`src/sv/urb_pkg.sv`:
```
// Shared types and constants for the UART receive/transmit rings.
// Holds request codes, event codes, ring sizes, item structs and the command decode.
// No dependencies.
`timescale 1ns / 1ps

package urb_pkg;

   // Ring sizes are powers of two, so pointers wrap by plain overflow.
   localparam int RX_SLOTS = 128;
   localparam int TX_SLOTS = 64;
   localparam int RX_AW    = $clog2(RX_SLOTS);
   localparam int TX_AW    = $clog2(TX_SLOTS);

   localparam logic [7:0] ASCII_MAX = 8'h7F;

   typedef enum logic [2:0] {
      REQ_LINE_RX  = 3'd0,
      REQ_HOST_RD  = 3'd1,
      REQ_HOST_WR  = 3'd2,
      REQ_TX_READY = 3'd3,
      REQ_RX_FLUSH = 3'd4
   } req_code_type;

   // Real-time command bytes
   localparam logic [7:0] CMD_ABORT      = 8'h18;
   localparam logic [7:0] CMD_STATUS     = 8'h3F;
   localparam logic [7:0] CMD_START      = 8'h7E;
   localparam logic [7:0] CMD_HOLD       = 8'h21;
   localparam logic [7:0] CMD_DOOR       = 8'h84;
   localparam logic [7:0] CMD_JOG_STOP   = 8'h85;
   localparam logic [7:0] CMD_FEED_RESET = 8'h90;
   localparam logic [7:0] CMD_FEED_PLUS  = 8'h91;
   localparam logic [7:0] CMD_FEED_MINUS = 8'h92;
   localparam logic [7:0] CMD_RAPID_RST  = 8'h95;

   // Event codes
   localparam logic [3:0] EV_NONE       = 4'd0;
   localparam logic [3:0] EV_RESET      = 4'd1;
   localparam logic [3:0] EV_STATUS     = 4'd2;
   localparam logic [3:0] EV_START      = 4'd3;
   localparam logic [3:0] EV_HOLD       = 4'd4;
   localparam logic [3:0] EV_DOOR       = 4'd5;
   localparam logic [3:0] EV_JOG_CANCEL = 4'd6;
   localparam logic [3:0] EV_FEED_RESET = 4'd7;
   localparam logic [3:0] EV_FEED_PLUS  = 4'd8;
   localparam logic [3:0] EV_FEED_MINUS = 4'd9;
   localparam logic [3:0] EV_RAPID_RST  = 4'd10;

   // Output byte source for the stage that waits on ring read data
   typedef enum logic [1:0] {
      SRC_NONE = 2'd0,
      SRC_RX   = 2'd1,
      SRC_TX   = 2'd2
   } byte_src_type;

   typedef struct packed {
      logic [2:0] req_type;
      logic [7:0] data;
      logic       jog_active;
   } req_item_type;

   typedef struct packed {
      logic [7:0]       out_byte;
      logic             out_valid;
      logic [3:0]       event_res;
      logic             accepted;
      logic             tx_active;
      logic [RX_AW-1:0] rx_count;
      logic [RX_AW-1:0] rx_free;
      logic [TX_AW-1:0] tx_count;
   } rsp_item_type;

   function automatic logic is_rt_code(input logic [7:0] b);
      return (b == CMD_ABORT) || (b == CMD_STATUS) || (b == CMD_START) || (b == CMD_HOLD);
   endfunction

   function automatic logic [3:0] rt_event(input logic [7:0] b, input logic jog);
      logic [3:0] ev;
      case (b)
         CMD_ABORT:      ev = EV_RESET;
         CMD_STATUS:     ev = EV_STATUS;
         CMD_START:      ev = EV_START;
         CMD_HOLD:       ev = EV_HOLD;
         CMD_DOOR:       ev = EV_DOOR;
         CMD_JOG_STOP:   ev = jog ? EV_JOG_CANCEL : EV_NONE;
         CMD_FEED_RESET: ev = EV_FEED_RESET;
         CMD_FEED_PLUS:  ev = EV_FEED_PLUS;
         CMD_FEED_MINUS: ev = EV_FEED_MINUS;
         CMD_RAPID_RST:  ev = EV_RAPID_RST;
         default:        ev = EV_NONE;
      endcase
      return ev;
   endfunction

endpackage

```
`src/sv/urb_ram.sv`:
```
// Simple dual-port synchronous RAM: one write port, one registered read port.
// Read data is registered on rd_en and holds until the next read.
// No dependencies.
`timescale 1ns / 1ps

module urb_ram #(
   parameter int DEPTH = 64,
   parameter int WIDTH = 8
) (
   input  logic                     clock,
   input  logic                     wr_en,
   input  logic [$clog2(DEPTH)-1:0] wr_addr,
   input  logic [WIDTH-1:0]         wr_data,
   input  logic                     rd_en,
   input  logic [$clog2(DEPTH)-1:0] rd_addr,
   output logic [WIDTH-1:0]         rd_data
);

   logic [WIDTH-1:0] mem [DEPTH];
   logic [WIDTH-1:0] rd_data_ff;

   always_ff @(posedge clock) begin
      if (wr_en) begin
         mem[wr_addr] <= wr_data;
      end
   end

   always_ff @(posedge clock) begin
      if (rd_en) begin
         rd_data_ff <= mem[rd_addr];
      end
   end

   assign rd_data = rd_data_ff;

endmodule

```
`src/sv/uart_ring_buffers_realtime_filter.sv`:
```
// UART receive/transmit byte rings with a real-time command filter.
// Uses urb_pkg for types and command decode, urb_ram for the two ring stores.
//
// Input channel (req_valid/req_stall/req_item): one item per request: a line
// byte, a host read, a host write, transmitter ready or a receive flush.
// Result channel (rsp_valid/rsp_stall/rsp_item): exactly one result per item,
// in order, carrying the popped byte (if any), the real-time event, the store
// status and the ring counts after the request.
// Pointers update at the edge that accepts the item; the ring memory is read
// at the same edge into its read register, beside the holding stage, and the
// read data joins the result as it passes from there to the output register;
// rsp_valid rises with it. One item per cycle is taken while req_stall is low,
// as each pointer update and each ring memory read is done at the accepting edge.
// When the receiver stalls, the output register holds the result, the holding
// stage keeps the next, and req_stall rises while both are full and stalled.
// Reset (synchronous) empties both rings, clears the transmit-busy flag and
// drops any item in flight. Ring memory contents are not cleared: only
// entries between tail and head are ever read. Each ring keeps one slot empty.
`timescale 1ns / 1ps

module uart_ring_buffers_realtime_filter (
   input  logic                  clock,
   input  logic                  reset,
   input  logic                  req_valid,
   output logic                  req_stall,
   input  urb_pkg::req_item_type req_item,
   output logic                  rsp_valid,
   input  logic                  rsp_stall,
   output urb_pkg::rsp_item_type rsp_item
);

   localparam int RX_AW = urb_pkg::RX_AW;
   localparam int TX_AW = urb_pkg::TX_AW;

   logic [RX_AW-1:0] rx_head_ff, rx_head_in;
   logic [RX_AW-1:0] rx_tail_ff, rx_tail_in;
   logic [TX_AW-1:0] tx_head_ff, tx_head_in;
   logic [TX_AW-1:0] tx_tail_ff, tx_tail_in;
   logic             tx_busy_ff, tx_busy_in;

   logic                  s1_valid_ff;
   urb_pkg::rsp_item_type s1_item_ff, s1_item_in;
   urb_pkg::byte_src_type s1_src_ff, s1_src_in;
   logic                  s1_move;

   logic                  rsp_valid_ff;
   urb_pkg::rsp_item_type rsp_item_ff, rsp_item_in;

   logic accept;
   logic rx_wr_en, rx_rd_en, tx_wr_en, tx_rd_en;
   logic [RX_AW-1:0] rx_next, rx_cnt;
   logic [TX_AW-1:0] tx_next, tx_cnt;
   logic [6:0] rx_rd_data;
   logic [7:0] tx_rd_data;
   logic [7:0] din;

   urb_ram #(.DEPTH(urb_pkg::RX_SLOTS), .WIDTH(7)) u_rx_ram (
      .clock   (clock),
      .wr_en   (rx_wr_en),
      .wr_addr (rx_head_ff),
      .wr_data (din[6:0]),
      .rd_en   (rx_rd_en),
      .rd_addr (rx_tail_ff),
      .rd_data (rx_rd_data)
   );

   urb_ram #(.DEPTH(urb_pkg::TX_SLOTS), .WIDTH(8)) u_tx_ram (
      .clock   (clock),
      .wr_en   (tx_wr_en),
      .wr_addr (tx_head_ff),
      .wr_data (din),
      .rd_en   (tx_rd_en),
      .rd_addr (tx_tail_ff),
      .rd_data (tx_rd_data)
   );

   assign s1_move   = s1_valid_ff && (!rsp_valid_ff || !rsp_stall);
   assign req_stall = s1_valid_ff && !s1_move;
   assign accept    = req_valid && !req_stall;
   assign din       = req_item.data;
   assign rx_next   = rx_head_ff + 1'b1;
   assign tx_next   = tx_head_ff + 1'b1;

   always_comb begin
      rx_head_in = rx_head_ff;
      rx_tail_in = rx_tail_ff;
      tx_head_in = tx_head_ff;
      tx_tail_in = tx_tail_ff;
      tx_busy_in = tx_busy_ff;
      rx_wr_en   = 1'b0;
      rx_rd_en   = 1'b0;
      tx_wr_en   = 1'b0;
      tx_rd_en   = 1'b0;
      s1_src_in  = urb_pkg::SRC_NONE;
      s1_item_in = '0;

      case (urb_pkg::req_code_type'(req_item.req_type))
         urb_pkg::REQ_LINE_RX: begin
            if (urb_pkg::is_rt_code(din) || din > urb_pkg::ASCII_MAX) begin
               s1_item_in.event_res = urb_pkg::rt_event(din, req_item.jog_active);
            end else if (rx_next != rx_tail_ff) begin
               rx_wr_en            = accept;
               rx_head_in          = rx_next;
               s1_item_in.accepted = 1'b1;
            end
         end
         urb_pkg::REQ_HOST_RD: begin
            if (rx_head_ff != rx_tail_ff) begin
               rx_rd_en             = accept;
               rx_tail_in           = rx_tail_ff + 1'b1;
               s1_src_in            = urb_pkg::SRC_RX;
               s1_item_in.out_valid = 1'b1;
            end
         end
         urb_pkg::REQ_HOST_WR: begin
            if (tx_next != tx_tail_ff) begin
               tx_wr_en            = accept;
               tx_head_in          = tx_next;
               tx_busy_in          = 1'b1;
               s1_item_in.accepted = 1'b1;
            end
         end
         urb_pkg::REQ_TX_READY: begin
            if (tx_busy_ff && tx_head_ff != tx_tail_ff) begin
               tx_rd_en             = accept;
               tx_tail_in           = tx_tail_ff + 1'b1;
               s1_src_in            = urb_pkg::SRC_TX;
               s1_item_in.out_valid = 1'b1;
            end
            if (tx_tail_in == tx_head_ff) begin
               tx_busy_in = 1'b0;
            end
         end
         urb_pkg::REQ_RX_FLUSH: begin
            rx_tail_in = rx_head_ff;
         end
         default: begin
         end
      endcase

      // power-of-two rings: the difference wraps to the count
      rx_cnt = rx_head_in - rx_tail_in;
      tx_cnt = tx_head_in - tx_tail_in;
      s1_item_in.tx_active = tx_busy_in;
      s1_item_in.rx_count  = rx_cnt;
      s1_item_in.rx_free   = RX_AW'(urb_pkg::RX_SLOTS - 1) - rx_cnt;
      s1_item_in.tx_count  = tx_cnt;
   end

   // merge ring read data into the result as it leaves the holding stage
   always_comb begin
      rsp_item_in = s1_item_ff;
      case (s1_src_ff)
         urb_pkg::SRC_RX:   rsp_item_in.out_byte = {1'b0, rx_rd_data};
         urb_pkg::SRC_TX:   rsp_item_in.out_byte = tx_rd_data;
         urb_pkg::SRC_NONE: rsp_item_in.out_byte = '0;
         default:           rsp_item_in.out_byte = '0;
      endcase
   end

   always_ff @(posedge clock) begin
      if (reset) begin
         rx_head_ff   <= '0;
         rx_tail_ff   <= '0;
         tx_head_ff   <= '0;
         tx_tail_ff   <= '0;
         tx_busy_ff   <= 1'b0;
         s1_valid_ff  <= 1'b0;
         rsp_valid_ff <= 1'b0;
      end else begin
         if (accept) begin
            rx_head_ff <= rx_head_in;
            rx_tail_ff <= rx_tail_in;
            tx_head_ff <= tx_head_in;
            tx_tail_ff <= tx_tail_in;
            tx_busy_ff <= tx_busy_in;
         end
         if (accept) begin
            s1_valid_ff <= 1'b1;
         end else if (s1_move) begin
            s1_valid_ff <= 1'b0;
         end
         if (s1_move) begin
            rsp_valid_ff <= 1'b1;
         end else if (!rsp_stall) begin
            rsp_valid_ff <= 1'b0;
         end
      end
   end

   always_ff @(posedge clock) begin
      if (accept) begin
         s1_item_ff <= s1_item_in;
         s1_src_ff  <= s1_src_in;
      end
      if (s1_move) begin
         rsp_item_ff <= rsp_item_in;
      end
   end

   assign rsp_valid = rsp_valid_ff;
   assign rsp_item  = rsp_item_ff;

endmodule

```
`config.mk`:
```
export PLATFORM = sky130hd
export DESIGN_NAME = uart_ring_buffers_realtime_filter
export DESIGN_NICKNAME = d
export VERILOG_FILES = /design/src/sv/urb_pkg.sv /design/src/sv/urb_ram.sv /design/src/sv/uart_ring_buffers_realtime_filter.sv
export SDC_FILE = /design/constraint.sdc
export NUM_CORES = 1
export LEC_CHECK = 0
export BUFFER_PORTS_ARGS = -buffer_cell sky130_fd_sc_hd__buf_2
export CORE_ASPECT_RATIO = 0.7
export CORE_MARGIN = 3
export CORE_UTILIZATION = 30
export CTS_CLUSTER_DIAMETER = 30
export DETAILED_ROUTE_END_ITERATION = 12
export PLACE_DENSITY = 0.45
export SYNTH_ARGS = -nofsm -noshare
export SYNTH_HDL_FRONTEND = slang
export SYNTH_SLANG_ARGS = --single-unit
export TNS_END_PERCENT = 100
```
`constraint.sdc`:
```
create_clock -name clock -period 10.45 [get_ports clock]
set_input_delay 1.5675 -clock clock [delete_from_list [all_inputs] [get_ports clock]]
set_output_delay 1.5675 -clock clock [all_outputs]
set_load 0.05 [all_outputs]
```
---- Yosys cells after proc, flatten, opt, wreduce, memory -nomap -nowiden ----
Memory sizes are Yosys's and may differ from the RTL's. A register that Yosys moved wholly into a read port is not among the register bits.
Cells that the tools add are included.
storage, ports and cells
  bits in latches ......................... 0
  input bits .............................. 16
  memories ................................ 2
  word-level logic and storage cells ...... 114
  memory bits (read-only) ................. 0
  register bits ........................... 93
  RAM bits ................................ 1408
memories
  name          depth  width  rd ports  clocked after Yosys merged registers in  write ports  line           RTL
  u_rx_ram.mem  128    7      1         1                                        1            urb_ram.sv:19  logic [WIDTH-1:0] mem [DEPTH];
  u_tx_ram.mem  64     8      1         1                                        1            urb_ram.sv:19
operators by class
  div/mod/pow operators ................... 0
  reduce and logical (&&, ||, !) cells .... 16
  muxes and demuxes ....................... 43
  shift operators ......................... 0
  bitwise operators ....................... 0
  multiply operators ...................... 0
  add/sub/neg operators ................... 7
  eq/ne operators ......................... 22
  $lt $le $gt $ge ......................... 1
operators by type and width
  kind                                                            count
  equality test 8 bit (second input constant)                     6
  one-hot mux 4 bit (10 select lines)                             1
  two-way mux 6 bit                                               5
  two-way mux 7 bit                                               4
  two-way mux 1 bit                                               25
  equality test 8 x 6 -> 1 bit (second input constant)            2
  one-hot mux 8 bit (2 select lines)                              1
  adder 7 x 1 -> 7 bit (second input constant)                    2
  != test 7 bit                                                   2
  one-hot mux 7 bit (2 select lines)                              1
  adder 6 x 1 -> 6 bit (second input constant)                    2
  != test 6 bit                                                   2
  equality test 8 x 5 -> 1 bit (second input constant)            1
  equality test 8 x 7 -> 1 bit (second input constant)            1
  greater-than comparator 8 x 7 -> 1 bit (second input constant)  1
  subtractor 7 bit                                                1
  subtractor 7 bit (first input constant)                         1
  equality test 3 x 2 -> 1 bit (second input constant)            2
  equality test 6 bit                                             1
  one-hot mux 1 bit (2 select lines)                              3
  subtractor 6 bit                                                1
  logical OR 1 bit                                                5
  logical AND 1 bit                                               4
  zero test 1 bit                                                 4
  other kinds (11)                                                11

---- Longest topological paths before layout ----
  word-level depth ........................ 12
  mapped depth ............................ 17

---- Modules after synthesis ----
Synthesis repeated with hierarchy kept, for this count alone.
unflattened totals
  cell total of the unflattened synthesis .. 2893
  area total of the unflattened synthesis .. 60255.3 sq um
by module, submodules not included
  module                             cells each  area each (sq um)  times used  seq. area each (sq um)
  urb_ram at u_rx_ram                1453        34877.2            1           27116.0
  urb_ram at u_tx_ram                940         20246.9            1           15615.0
  uart_ring_buffers_realtime_filter  500         5131.2             1           2502.4

---- Worst setup path before layout ----
Ideal clock, no wire load.
  path kind ............................... input-to-reg
  start point ............................. input req_item[2] (netlist name)
  end point ............................... register s1_item_ff (netlist bit rsp_item_in[12]) (data pin)
  cell stages on the path ................. 14
  setup time .............................. 0.269 ns
  buffers on the path ..................... 1
  setup slack ............................. 5.781 ns
  arrival time ............................ 4.400 ns
  cells stage by stage .................... buf_2 or4_4 a2111oi_4 nor4_4 o21ai_2 xnor2_1 ha_1 fa_1 nor2b_1 o21ai_0 nand2b_1 a31oi_1 xor2_1 xor2_1
RTL lines
  element               line                                      RTL
  from (decl)           uart_ring_buffers_realtime_filter.sv:26   input urb_pkg::req_item_type req_item,
  to (signal assigned)  uart_ring_buffers_realtime_filter.sv:193  s1_item_ff <= s1_item_in;
  to (decl)             uart_ring_buffers_realtime_filter.sv:42   urb_pkg::rsp_item_type s1_item_ff, s1_item_in;

---- Worst setup path in the final report ----
  start point ............................. input req_item[2] (netlist name)
  end point ............................... memory u_rx_ram.mem[112][5] (netlist: u_rx_ram.mem[56][5]), enable pin
on the way
  cells in the longest elaborated chain, start to end .. 9
ends and longest elaborated chain
  element                                                                         line                                     RTL
  branches (longest 4 deep; another with greater-than comparator 8 x 7 -> 1 bit)  -
  logical OR 1 bit *                                                              uart_ring_buffers_realtime_filter.sv:99  if (urb_pkg::is_rt_code(din) || din > urb_pkg::ASCII_MAX) begin
  two-way mux 1 bit *                                                             uart_ring_buffers_realtime_filter.sv:99
  two-way mux 1 bit *                                                             uart_ring_buffers_realtime_filter.sv:97  case (urb_pkg::req_code_type'(req_item.req_type))
  two-way mux 1 bit *                                                             urb_ram.sv:23                            if (wr_en) begin
  two-way mux 1 bit (not written as such) *                                       urb_ram.sv:24                            mem[wr_addr] <= wr_data;
  to (decl)                                                                       urb_ram.sv:19
Every way passes the cells marked *.

==> qor.csv <==
metric,value,unit
"Seq/Total Area, Yosys",74.6,%
compound-cell area share of the yosys netlist,3.15,%
WP data required,10.84,ns
Skew-Pair Late Insertion Delay,0.82,ns
Post-Synth XOR/XNOR Area,0.996,%
CTS clock-pin slew for the worst setup and hold paths,0.05,ns
hold_buf cts,0,
"setup slack, reg-to-reg",5.67,ns
cell count after synthesis,3034,
Inserted Clock Buffers,275,
Synth Flop Type,edfxtp_1,
Final GP Congestion,0.800,
Final ANT Viol Nets,0,
Sw Pwr,3.51,mW
syn avg cell area,20.0,sq um
Relative slew margins,4.78,%
Worst setup SP type,input pin,
Pwr per Cell Area,219,nW/um^2
skew final,0.0552,ns
"Remaining Overflow, GRT",0,
fillers,18200,
Final Max Slew Viols,0,
Via density,5.08,
Initial Util,30.3,%
CP Class,input pin to flop,
Die Span Y,382,microns
number of global-route vias before repair,31700,
post-synth cell types,79,
share of layout cells above drive strength 1,29.4,%
syn_nets,3070,
Setup-failing EPs final,0,
clock power share,54.9,%
initial antenna violation count,8,
synth warn,0,
FMAX,199,MHz
endpoints failing hold,0,
Tot GR Track Use,16.7,%
largest family of logic cells by synthesized area,multiplexers,
core region area,200000,sq um
Switching Fraction,21.8,%
total number of vias,31200,
Starting DRT DRC Count,3460,
Tcrit/Tclk final,48.1,%
Sink Count,1516,
"wirelength, routed",175000,microns
htree depth,5,
I/O pin total,53,
Max Root-Sink Buffers,4,
Area Growth Syn to Fin,21.2,%
Post-Synth Simple-Gate Area,3.80,%
"commonest non-fill, non-tap cell in the layout",edfxtp_1,
full die area,208000,sq um
# DRC,0,
setup_tns,0,ns
Yosys reg bits,1516,
min-delay worst type,flop to flop,
Leak Pwr,22.6,nW
mux contribution to synthesized area,15.3,%
First-pass DRT Iterations,5,
crit path DAT,5.42,ns
clock period minus worst slack,5.03,ns
DP HPWL,107000,microns
"EDFF count, synth",1487,
outcome,"complete, no violations",
register share of total power,41.9,%
first-pass GRT wire length,248000,microns
Worst Setup End Kind,flop,
Post-CTS Setup Inserts,0,
Resized cells post-CTS,0,
most frequent cells in the layout,"1487 x edfxtp_1, 358 x mux4_2, 281 x clkbuf_16",
RSZ-0062 raised after global routing,no,
Int Pwr,12.6,mW
FP Rows,137,
PortBufs,52,
Synth async-reset ratio,0,%
Clock Root Buffer,clkbuf_16,
post-route insts no fill,6149,
per-cell routed wire length,28.4,microns
final net count,3327,
CTS tree,built,
Max IR drop VDD,140,uV
Die Wd,543,microns
Gate power share,3.2,%
largest net degree at the start of global routing,133,
Slew @ Worst Pin,1.43,ns
crit-path max FO,65,
mapped cell area,60700,sq um
placed cells,5654,
total power,16.1,mW
Hold Worst Slack,0.419,ns
max-cap violations,0,
synthesized-area fraction occupied by adder cells,0.437,%
power by group through the flow:
stage	registers (mW)	clock network, mW	logic, mW
2_1_floorplan	6.86	0	0.244
3_3_place_gp	6.85	0	0.525
3_5_place_dp	6.85	0	0.524
4_1_cts	6.73	9.02	0.523
5_1_grt	6.73	9.34	0.550
6_report	6.73	8.84	0.514
worst max-delay path, cell delays in order:
cell and delay (ns):
buf_6 0.23, buf_4 0.64, or4_1 0.23, a21oi_1 0.12
nor4_4 0.49, o211ai_4 0.26, or4_2 1.09, nor2_1 0.66
cell usage after synthesis, drive strengths merged, types with 4 or more instances:
cell,n,share of area (%)
nor2,208,1.3
a22o,6,0.087
and2,12,0.12
nand2,63,0.39
and3,5,0.052
mux2i,109,1.8
nand4,10,0.10
a21o,7,0.087
dfxtp,29,0.96
or3,11,0.13
mux2,10,0.19
a211oi,24,0.30
nor3,71,0.59
a22oi,70,0.87
xnor2,41,0.59
a31oi,9,0.093
a21oi,47,0.39
o211ai,8,0.13
nand3,21,0.17
xor2,22,0.33
inv,20,0.12
a221oi,20,0.29
or4,5,0.068
mux4,358,13
nor2b,31,0.32
edfxtp,1487,74
ha,18,0.37
buf,128,1.2
or3b,4,0.058
o21ai,33,0.28
nor4,4,0.066
nand2b,12,0.12
a21boi,10,0.12
a2111oi,5,0.11
nand3b,10,0.12
clkbuf,61,0.38
logic make-up after synthesis:
kind of cell,after synthesis
flops,1516
fa+ha+maj,20
simple gates,479
buf+inv,211
xor+xnor,65
mux,477
compound gates,266
final timing paths:
check / startpoint / end / cells past startpoint
worst min register to register: rsp_item_in[7]$_DFFE_PP_ / rsp_item[7]$_DFFE_PP_ / 0
worst max register to register: tx_tail_ff[2]$_SDFFE_PP0P_ / rsp_item_in[5]$_DFFE_PP_ / 12
worst max-delay path: req_item[2] / u_rx_ram.mem[56][5]$_DFFE_PP_ / 8
worst min-delay path: rsp_item_in[7]$_DFFE_PP_ / rsp_item[7]$_DFFE_PP_ / 0
layer usage:
layer	track usage, %	routed length [microns]	vias to the layer above
li1	-	-	13100
met1	25.8	84100	16700
met2	22.6	72400	1187
met3	5.02	14700	243
met4	4.04	3550	2
met5	0	11	-
per-stage QoR:
| stage | util, % | instance area (sq um) | setup WS [ns] |
|---|---|---|---|
| after floorplan | - | 60700 | 5.78 |
| after global placement | 32.1 | 64200 | 4.68 |
| after detailed placement | 32.1 | 64300 | 4.61 |
| after CTS | 36.7 | 73500 | 5.44 |
| after global routing | 36.7 | 73500 | 5.26 |
| final | 36.7 | 73500 | 5.42 |
registers in the layout (all words and copies together), names as in the netlist, 2 cells and up:
name,cells
rx_tail_ff,7
u_rx_ram.mem,896
tx_tail_ff,6
tx_head_ff,6
rx_head_ff,7
rsp_item,35
rsp_item_in,27
u_tx_ram.mem,512
u_tx_ram.rd_data,8
u_rx_ram.rd_data,7
s1_src_ff,2
cell type report:
type                            count  area [sq um]  area share (%)
Timing Repair Buffer              169          1230            1.68
Clock buffer                      303          7110            9.68
Multi-Input combinational cell   1307         14400            19.6
Antenna cell                        2          5.00         0.00681
Inverter                           22          82.6           0.112
Tap cell                         2641          3300            4.50
Sequential cell                  1516         45300            61.6
Clock inverter                    189          2090            2.85
Power figures use the tool's default switching activity.
